[src/hw/rtl/lgfs_pkg.sv]
`timescale 1ns / 1ps
// ----------------------------------------------------------------------------
// lgfs_pkg
// Shared field widths, action codes and result kinds for the grayscale frame
// shifter and its channel interfaces.
// ----------------------------------------------------------------------------
package lgfs_pkg;

    // field widths of the input and result words
    localparam int ACTION_W      = 3;
    localparam int CHANNEL_W     = 5;
    localparam int VALUE_W       = 12;
    localparam int KIND_W        = 3;
    localparam int WORD_W        = 24;
    localparam int DC_W          = 6;
    localparam int CH_PER_DRIVER = 16;
    localparam int CHAN_CMP_W    = CHANNEL_W + 1;

    typedef logic [ACTION_W-1:0]  t_action;
    typedef logic [CHANNEL_W-1:0] t_channel;
    typedef logic [VALUE_W-1:0]   t_value;
    typedef logic [KIND_W-1:0]    t_kind;
    typedef logic [WORD_W-1:0]    t_word;
    typedef logic [DC_W-1:0]      t_dc;

    // action codes
    localparam t_action ACT_SET        = 3'd0;
    localparam t_action ACT_GET        = 3'd1;
    localparam t_action ACT_SET_ALL    = 3'd2;
    localparam t_action ACT_UPDATE     = 3'd3;
    localparam t_action ACT_DC_ALL     = 3'd4;
    localparam t_action ACT_LATCH_DONE = 3'd5;

    // result kinds
    localparam t_kind KIND_PULSE   = 3'd0;
    localparam t_kind KIND_GRAY    = 3'd1;
    localparam t_kind KIND_DC      = 3'd2;
    localparam t_kind KIND_LATCH   = 3'd3;
    localparam t_kind KIND_READ    = 3'd4;
    localparam t_kind KIND_REFUSED = 3'd5;

endpackage

[src/hw/rtl/lgfs_in_if.sv]
`timescale 1ns / 1ps
// ----------------------------------------------------------------------------
// lgfs_in_if
// Valid/ready channel carrying one command word into the frame shifter.
// ----------------------------------------------------------------------------
interface lgfs_in_if;
    import lgfs_pkg::*;

    logic     valid;
    logic     ready;
    t_action  action;
    t_channel channel;
    t_value   value;

    modport source (output valid, output action, output channel, output value,
                    input ready);
    modport sink   (input valid, input action, input channel, input value,
                    output ready);
endinterface

[src/hw/rtl/lgfs_out_if.sv]
`timescale 1ns / 1ps
// ----------------------------------------------------------------------------
// lgfs_out_if
// Valid/ready channel carrying one result word out of the frame shifter.
// ----------------------------------------------------------------------------
interface lgfs_out_if;
    import lgfs_pkg::*;

    logic   valid;
    logic   ready;
    t_kind  kind;
    t_word  word;
    t_value read_value;
    logic   last;

    modport source (output valid, output kind, output word, output read_value,
                    output last, input ready);
    modport sink   (input valid, input kind, input word, input read_value,
                    input last, output ready);
endinterface

[src/hw/rtl/led_grayscale_frame_shifter_core.sv]
`timescale 1ns / 1ps
// ----------------------------------------------------------------------------
// led_grayscale_frame_shifter_core
// Grayscale store and word sequencer for a chain of 16-channel LED drivers.
// ----------------------------------------------------------------------------
// get: store read, then reply registered once the result slot is free
// set, latch done: no reply; set all: one store entry written per cycle
// update: one word per cycle from a dual-read store unless the output stalls
// dot correction: one word per cycle unless the output stalls
// one command at a time; result register lets the next command in while full
// sync reset clears control state and per-entry valid bits (store reads zero)
module led_grayscale_frame_shifter_core #(
    parameter int NUM_DRIVERS = 2
) (
    input  logic              i_clk,
    input  logic              i_rst_n,
    lgfs_in_if.sink           i_in,
    lgfs_out_if.source        o_out
);
    import lgfs_pkg::*;

    localparam int CHANNELS = NUM_DRIVERS * CH_PER_DRIVER;
    localparam int CH_W     = $clog2(CHANNELS);
    localparam int K_W      = CH_W - 1;
    localparam int PAIRS    = CHANNELS / 2;
    localparam int DC_WORDS = NUM_DRIVERS * 4;

    localparam logic [CH_W-1:0] IDX_LAST = CH_W'(CHANNELS - 1);
    localparam logic [CH_W-1:0] TOP_CH   = CH_W'(CHANNELS - 1);
    localparam logic [K_W-1:0]  K_LAST   = K_W'(PAIRS - 1);
    localparam logic [K_W-1:0]  DC_LAST  = K_W'(DC_WORDS - 1);

    // sequencer states
    localparam logic [2:0] S_IDLE    = 3'd0;
    localparam logic [2:0] S_GET     = 3'd1;
    localparam logic [2:0] S_SET_ALL = 3'd2;
    localparam logic [2:0] S_PULSE   = 3'd3;
    localparam logic [2:0] S_UPD     = 3'd4;
    localparam logic [2:0] S_DC      = 3'd5;
    localparam logic [2:0] S_LATCH   = 3'd6;
    localparam logic [2:0] S_REFUSE  = 3'd7;

    // store and its valid bits
    t_value r_gray [CHANNELS];
    logic   r_vld  [CHANNELS];

    logic [2:0]      r_state, n_state;
    logic [K_W-1:0]  r_k, n_k;
    logic [CH_W-1:0] r_idx, n_idx;
    t_value          r_fill, n_fill;
    t_dc             r_dc, n_dc;
    logic            r_pending, n_pending;
    logic            r_skip, n_skip;
    logic            r_get_oor, n_get_oor;
    t_value          r_rd_hi, r_rd_lo;

    logic            r_out_valid;
    t_kind           r_out_kind, n_out_kind;
    t_word           r_out_word, n_out_word;
    t_value          r_out_rv, n_out_rv;
    logic            r_out_last, n_out_last;

    logic            w_accept;
    logic            w_slot_free;
    logic            w_out_load;
    logic            w_in_range;
    logic [CH_W-1:0] w_ch_addr;
    logic            w_rd_en;
    logic [CH_W-1:0] w_rd_addr_hi, w_rd_addr_lo;
    logic [K_W-1:0]  w_rd_k;
    logic            w_wr_en;
    logic [CH_W-1:0] w_wr_addr;
    t_value          w_wr_data;

    // handshake and channel decode
    assign i_in.ready  = (r_state == S_IDLE);
    assign w_accept    = i_in.valid && (r_state == S_IDLE);
    assign w_slot_free = !r_out_valid || o_out.ready;
    assign w_in_range  = ({1'b0, i_in.channel} < CHAN_CMP_W'(CHANNELS));
    assign w_ch_addr   = CH_W'(i_in.channel);

    // pair addresses, highest channel first; a get reads its own channel
    always_comb begin
        w_rd_addr_hi = TOP_CH - {w_rd_k, 1'b0};
        w_rd_addr_lo = w_rd_addr_hi - CH_W'(1);
        if (r_state == S_IDLE && i_in.action == ACT_GET) begin
            w_rd_addr_lo = w_ch_addr;
        end
    end

    // sequencer
    always_comb begin
        n_state    = r_state;
        n_k        = r_k;
        n_idx      = r_idx;
        n_fill     = r_fill;
        n_dc       = r_dc;
        n_pending  = r_pending;
        n_skip     = r_skip;
        n_get_oor  = r_get_oor;
        n_out_kind = r_out_kind;
        n_out_word = r_out_word;
        n_out_rv   = r_out_rv;
        n_out_last = r_out_last;
        w_out_load = 1'b0;
        w_rd_en    = 1'b0;
        w_rd_k     = '0;
        w_wr_en    = 1'b0;
        w_wr_addr  = w_ch_addr;
        w_wr_data  = i_in.value;

        case (r_state)
            S_IDLE: begin
                if (w_accept) begin
                    case (i_in.action)
                        ACT_SET: begin
                            w_wr_en = w_in_range;
                        end
                        ACT_GET: begin
                            w_rd_en   = 1'b1;
                            n_get_oor = !w_in_range;
                            n_state   = S_GET;
                        end
                        ACT_SET_ALL: begin
                            n_fill  = i_in.value;
                            n_idx   = '0;
                            n_state = S_SET_ALL;
                        end
                        ACT_UPDATE: begin
                            if (r_pending) begin
                                n_state = S_REFUSE;
                            end else begin
                                w_rd_en   = 1'b1;
                                n_k       = '0;
                                n_pending = 1'b1;
                                n_skip    = 1'b0;
                                n_state   = r_skip ? S_UPD : S_PULSE;
                            end
                        end
                        ACT_DC_ALL: begin
                            n_pending = 1'b0;
                            n_skip    = 1'b1;
                            n_dc      = i_in.value[DC_W-1:0];
                            n_k       = '0;
                            n_state   = S_DC;
                        end
                        ACT_LATCH_DONE: begin
                            n_pending = 1'b0;
                        end
                        default: begin
                        end
                    endcase
                end
            end
            S_GET: begin
                if (w_slot_free) begin
                    w_out_load = 1'b1;
                    n_out_kind = KIND_READ;
                    n_out_word = '0;
                    n_out_rv   = r_get_oor ? '0 : r_rd_lo;
                    n_out_last = 1'b1;
                    n_state    = S_IDLE;
                end
            end
            S_SET_ALL: begin
                w_wr_en   = 1'b1;
                w_wr_addr = r_idx;
                w_wr_data = r_fill;
                if (r_idx == IDX_LAST) begin
                    n_state = S_IDLE;
                end else begin
                    n_idx = r_idx + CH_W'(1);
                end
            end
            S_PULSE: begin
                if (w_slot_free) begin
                    w_out_load = 1'b1;
                    n_out_kind = KIND_PULSE;
                    n_out_word = '0;
                    n_out_rv   = '0;
                    n_out_last = 1'b0;
                    n_state    = S_UPD;
                end
            end
            S_UPD: begin
                if (w_slot_free) begin
                    w_out_load = 1'b1;
                    n_out_kind = KIND_GRAY;
                    n_out_word = {r_rd_hi, r_rd_lo};
                    n_out_rv   = '0;
                    n_out_last = (r_k == K_LAST);
                    if (r_k == K_LAST) begin
                        n_state = S_IDLE;
                    end else begin
                        // fetch the next pair while this word goes out
                        w_rd_en = 1'b1;
                        w_rd_k  = r_k + K_W'(1);
                        n_k     = r_k + K_W'(1);
                    end
                end
            end
            S_DC: begin
                if (w_slot_free) begin
                    w_out_load = 1'b1;
                    n_out_kind = KIND_DC;
                    n_out_word = {r_dc, r_dc, r_dc, r_dc};
                    n_out_rv   = '0;
                    n_out_last = 1'b0;
                    if (r_k == DC_LAST) begin
                        n_state = S_LATCH;
                    end else begin
                        n_k = r_k + K_W'(1);
                    end
                end
            end
            S_LATCH: begin
                if (w_slot_free) begin
                    w_out_load = 1'b1;
                    n_out_kind = KIND_LATCH;
                    n_out_word = '0;
                    n_out_rv   = '0;
                    n_out_last = 1'b1;
                    n_state    = S_IDLE;
                end
            end
            S_REFUSE: begin
                if (w_slot_free) begin
                    w_out_load = 1'b1;
                    n_out_kind = KIND_REFUSED;
                    n_out_word = '0;
                    n_out_rv   = '0;
                    n_out_last = 1'b1;
                    n_state    = S_IDLE;
                end
            end
            default: begin
                n_state = S_IDLE;
            end
        endcase
    end

    // control registers
    always_ff @(posedge i_clk) begin
        if (!i_rst_n) begin
            r_state     <= S_IDLE;
            r_pending   <= 1'b0;
            r_skip      <= 1'b0;
            r_out_valid <= 1'b0;
            r_k         <= '0;
            r_idx       <= '0;
        end else begin
            r_state     <= n_state;
            r_pending   <= n_pending;
            r_skip      <= n_skip;
            r_out_valid <= w_out_load || (r_out_valid && !o_out.ready);
            r_k         <= n_k;
            r_idx       <= n_idx;
        end
    end

    // payload registers
    always_ff @(posedge i_clk) begin
        r_fill     <= n_fill;
        r_dc       <= n_dc;
        r_get_oor  <= n_get_oor;
        r_out_kind <= n_out_kind;
        r_out_word <= n_out_word;
        r_out_rv   <= n_out_rv;
        r_out_last <= n_out_last;
    end

    // store valid bits, cleared by reset
    always_ff @(posedge i_clk) begin
        if (!i_rst_n) begin
            for (int i = 0; i < CHANNELS; i++) begin
                r_vld[i] <= 1'b0;
            end
        end else if (w_wr_en) begin
            r_vld[w_wr_addr] <= 1'b1;
        end
    end

    // store write port and registered dual read
    always_ff @(posedge i_clk) begin
        if (w_wr_en) begin
            r_gray[w_wr_addr] <= w_wr_data;
        end
        if (w_rd_en) begin
            r_rd_hi <= r_vld[w_rd_addr_hi] ? r_gray[w_rd_addr_hi] : '0;
            r_rd_lo <= r_vld[w_rd_addr_lo] ? r_gray[w_rd_addr_lo] : '0;
        end
    end

    // result port
    assign o_out.valid      = r_out_valid;
    assign o_out.kind       = r_out_kind;
    assign o_out.word       = r_out_word;
    assign o_out.read_value = r_out_rv;
    assign o_out.last       = r_out_last;

endmodule
[src/flat_wrapper.sv]
// flat-port wrapper written by rule: the top's interface ports become plain ports
module led_grayscale_frame_shifter_core_flat import lgfs_pkg::*;
#(
    parameter int NUM_DRIVERS = 2
)
  (i_clk, i_rst_n, i_in_valid, i_in_action, i_in_channel, i_in_value, i_in_ready, o_out_valid, o_out_kind, o_out_word, o_out_read_value, o_out_last, o_out_ready);
  lgfs_in_if i_in_i ();
  lgfs_out_if o_out_i ();
  input  logic i_clk;
  input  logic i_rst_n;
  input wire logic [$bits(i_in_i.valid)-1:0] i_in_valid;
  input wire logic [$bits(i_in_i.action)-1:0] i_in_action;
  input wire logic [$bits(i_in_i.channel)-1:0] i_in_channel;
  input wire logic [$bits(i_in_i.value)-1:0] i_in_value;
  output wire logic [$bits(i_in_i.ready)-1:0] i_in_ready;
  output wire logic [$bits(o_out_i.valid)-1:0] o_out_valid;
  output wire logic [$bits(o_out_i.kind)-1:0] o_out_kind;
  output wire logic [$bits(o_out_i.word)-1:0] o_out_word;
  output wire logic [$bits(o_out_i.read_value)-1:0] o_out_read_value;
  output wire logic [$bits(o_out_i.last)-1:0] o_out_last;
  input wire logic [$bits(o_out_i.ready)-1:0] o_out_ready;
  assign i_in_i.valid = i_in_valid;
  assign i_in_i.action = i_in_action;
  assign i_in_i.channel = i_in_channel;
  assign i_in_i.value = i_in_value;
  assign i_in_ready = i_in_i.ready;
  assign o_out_valid = o_out_i.valid;
  assign o_out_kind = o_out_i.kind;
  assign o_out_word = o_out_i.word;
  assign o_out_read_value = o_out_i.read_value;
  assign o_out_last = o_out_i.last;
  assign o_out_i.ready = o_out_ready;
  led_grayscale_frame_shifter_core #(.NUM_DRIVERS(NUM_DRIVERS)) u_core (.i_clk(i_clk), .i_rst_n(i_rst_n), .i_in(i_in_i), .o_out(o_out_i));
endmodule
[config.mk]
export PLATFORM = sky130hd
export DESIGN_NAME = led_grayscale_frame_shifter_core_flat
export DESIGN_NICKNAME = d
export VERILOG_FILES = /design/src/hw/rtl/lgfs_pkg.sv /design/src/hw/rtl/lgfs_in_if.sv /design/src/hw/rtl/lgfs_out_if.sv /design/src/hw/rtl/led_grayscale_frame_shifter_core.sv /design/src/flat_wrapper.sv
export SDC_FILE = /design/constraint.sdc
export NUM_CORES = 1
export LEC_CHECK = 0
export BUFFER_PORTS_ARGS = -buffer_cell sky130_fd_sc_hd__clkbuf_2
export CAP_MARGIN = 40
export CORE_ASPECT_RATIO = 2
export CORE_MARGIN = 2
export CORE_UTILIZATION = 57
export CTS_BUF_LIST = sky130_fd_sc_hd__clkbuf_4
export CTS_CLUSTER_DIAMETER = 60
export DETAILED_ROUTE_END_ITERATION = 16
export PLACE_DENSITY = 0.78
export SYNTH_ARGS = -nofsm -noshare
export SYNTH_HDL_FRONTEND = slang
export SYNTH_SLANG_ARGS = --single-unit
[constraint.sdc]
create_clock -name i_clk -period 3.3 [get_ports i_clk]
set_input_delay 0.165 -clock i_clk [delete_from_list [all_inputs] [get_ports i_clk]]
set_output_delay 0.165 -clock i_clk [all_outputs]
set_load 0.005 [all_outputs]
==> metrics.md <==
| Metric | Value |
|---|---|
| Outcome | complete, no violations |
| Initial antenna violation count | 3 |
| Core area | 37,800 um2 |
| Mapped Area | 21,700 um2 |
| First-pass GRT wire length | 93,500 um |
| Synth unique cells | 63 |
| Most common cell in the netlist | edfxtp_1 |
| Layout area overhead | 14.5% |
| Drt pass-1 iters | 8 |
| Initial Utilization | 57.6% |
| Nets | 1,654 |
| Max-slew headroom | 28.1% |
| Input/output buffers | 65 |
| Yosys reg bits | 513 |
| PnR worst setup slack | 80.7 ps |
| Crit path kind | reg -> reg |
| Synth top area share | 64.3% |
| Cells after Synth | 1,403 |
| Arrival @ worst endpoint | 3840 ps |
| P_leak | 8.94 nW |
| Slowest cell on crit path | or3_4 |
| Switching pwr | 4.01 mW |
| Final GP Congestion | 1.01 |
| CP Launch Type | flip-flop |
| Max H-tree Level | 3 |
| Finished Layout Cells | 2,174 |
| Top cell by count, worst path | or3_4 |
| Critical-path cell list | or3_4 -> or3_4 -> o21a_1 -> nor2_4 -> buf_4 -> a22o_1 -> o21ai_0 -> a21oi_1 |
| Worst vdd ir | 0.226 mV |
| Die W | 142 um |
| GRT overflow | 0 |
| Die area | 39,800 um2 |
| Clock-pin slew on the worst setup and hold paths | 80 ps |
| CP max FO | 14 |
| CP Capture Type | flip-flop |
| Vias in the first global route | 14,700 |
| Cells taking the most area after synthesis | edfxtp_1 (64%), mux4_2 (8.1%), dfxtp_1 (4.3%) |
| Sequential share of power | 53.5% |
| Hold Fails Final Rpt | 0 |
| Seq/Total Area, Yosys | 68.7% |
| Drt drc | 0 |
| Pin count of the biggest net entering global routing | 51 |
| Max-Cap Viols | 0 |
| Fmax | 311 MHz |
| Post-Syn Nets | 1,430 |
| CTS tree | built |
| Power per cell area | 575 nW/um2 |
| CP Data Required Time | 3920 ps |
| Cell taking the most area after synthesis | edfxtp_1 |
| Worst clock skew | 93.7 ps |
| Num Clock Sinks | 513 |
| Placed Cells | 1,955 |
| Yosys warnings | 0 |
| Routed Antenna Nets | 0 |
| Avg Vias per Cell | 6.82 |
| Top delay family on crit path | simple AND/OR/NAND/NOR gates |
| Die Y | 280 um |
| Critical Path Max Stage Delay | 460 ps |
| Share of layout cells above drive strength 1 | 27.2% |
| Clk buf depth | 3 |
| Min Clock Period, post-route | 3220 ps |
| Net Sw Frac | 28.0% |
| Final period util | 97.6% |
| Pre-CTS setup slack | -33.5 ps |
| Post-synth top cells | edfxtp_1 (466), nand2_1 (116), a21oi_1 (79), mux4_2 (78), mux2i_1 (64) |
| IO Pins | 66 |
| Clock Latency Late Sink | 860 ps |
| Root Buffer | clkbuf_4 |
| Final core occ | 65.9% |
| Vias | 14,800 |
| P_int | 10.3 mW |
| Endpoints failing setup | 0 |
| Hold Path Class | in -> reg |
| All-Layer GR Usage | 33.3% |
| Top FF cell, synth | edfxtp_1 |
| TritonCTS Buffers | 105 |
| Clock share of power | 30.4% |
| R2R Setup Slk | 80 ps |
| Wirelength per Cell | 30.2 um |
| Max-slew violations | 0 |
| RSZ-0062 raised after global routing | false |
| Worst slew pin tran | 1080 ps |
| Synth async-reset ratio | 0% |
| Setup TNS | 0 ps |
| Mapped Avg Cell Area | 15.5 um2 |
| Final HPWL DP | 44,100 um |
| WL final | 65,700 um |
| Initial drt markers | 1,932 |
| EDFF count, synth | 466 |
| Logic pwr share | 16.1% |
| Row Count | 101 |
| Sum of buffers and inverters on the critical path | 1 |
==> worst paths after layout <==
path / start / to / depth (start not counted)
setup / recovery: u_core.r_state[0]$_SDFFE_PN0P_ / u_core.r_rd_lo[1]$_SDFFCE_PN0P_ / 8
hold reg to reg: u_core.r_vld[30]$_DFF_P_ / u_core.r_vld[30]$_DFF_P_ / 1
setup reg to reg: u_core.r_state[0]$_SDFFE_PN0P_ / u_core.r_rd_lo[1]$_SDFFCE_PN0P_ / 8
hold / removal: i_in_value[7] / u_core.r_fill[7]$_DFFE_PP_ / 2
==> cell families (layout without fill, tap and decap cells) <==
| logic type | after synthesis | count (layout) | share of synthesized area [%] |
|---|---|---|---|
| other | 0 | 2 | 0 |
| muxes | 155 | 155 | 11.7 |
| adders and majority gates | 3 | 3 | 0.173 |
| AOI/OAI and AO/OA | 362 | 362 | 11.4 |
| xor gates and xnor gates | 6 | 6 | 0.242 |
| buffers and inverters | 99 | 405 | 2.02 |
| DFF | 513 | 513 | 68.7 |
| and+or+nand+nor | 265 | 265 | 5.75 |
==> metrics by stage <==
stage,area [um2],hold WS (ps),power (mW)
2_1_floorplan,21700,264,9.02
3_3_place_gp,23300,359,9.92
3_5_place_dp,23300,363,10.0
4_1_cts,24800,15.1,14.3
5_1_grt,24900,38.7,14.8
6_report,24900,36.8,14.3
==> registers in the layout (all words and copies together), names as in the netlist <==
register                 cells
u_core.o_out.read_value     12
u_core.r_rd_hi              12
u_core.r_skip                1
u_core.r_rd_lo              12
u_core.r_fill               12
u_core.r_gray              384
u_core.o_out.last            1
u_core.r_dc                  6
u_core.r_pending             1
u_core.o_out.word           24
u_core.o_out.kind            3
u_core.r_vld                32
u_core.r_idx                 5
u_core.o_out.valid           1
u_core.r_state               3
u_core.r_k                   4
==> area by class of cell <==
cell class / count / area (um2)
fill: 2562 / 12900
inverter: 6 / 22.5
tap: 463 / 579
timing repair buffer: 210 / 1670
antenna: 2 / 5.00
clock buffer: 133 / 998
clock inverter: 56 / 234
sequential: 513 / 14900
multi-input combinational: 791 / 6450
==> power by group through the flow <==
stage               Sequential, mW  Clock, mW  Combinational, mW
global placement              7.80          0               2.12
floorplan                     7.79          0               1.23
detailed placement            7.81          0               2.19
CTS                           7.66       4.39               2.22
finish                        7.67       4.35               2.30
global route                  7.69       4.67               2.43
==> repair_timing <==
action,4_1_cts,5_1_grt
endpoints found under the hold margin,67,0
pin swaps,0,2
resized for setup,3,8
setup buffers,0,6
hold buffers,21,0
endpoints found under the setup margin,2,6
==> routing by layer <==
| metal | global-route usage [%] | up-vias | part of all wire, % |
|---|---|---|---|
| met5 | 0 | - | 0 |
| met4 | 27.9 | 0 | 10 |
| met3 | 6.59 | 328 | 9.1 |
| met2 | 57.0 | 1114 | 51 |
| met1 | 34.8 | 7234 | 30 |
| li1 | - | 6149 | - |
==> cell usage in the layout (no fill, tap or decap), drive strengths merged, types with 13 or more instances in the layout <==
cell type and n:
mux4 78, a211oi 54, mux2 13, mux2i 64, o21ai 35, clkinv 51, and2 15, dfxtp 47
clkbuf 198, buf 124, nor2 57, a22o 28, nand2 116, a21oi 79, dlygate4sd3 21, o21a 35
o22ai 50, nand3 17, a31oi 13, edfxtp 466
No activity file was read; power rests on OpenSTA's default activity.
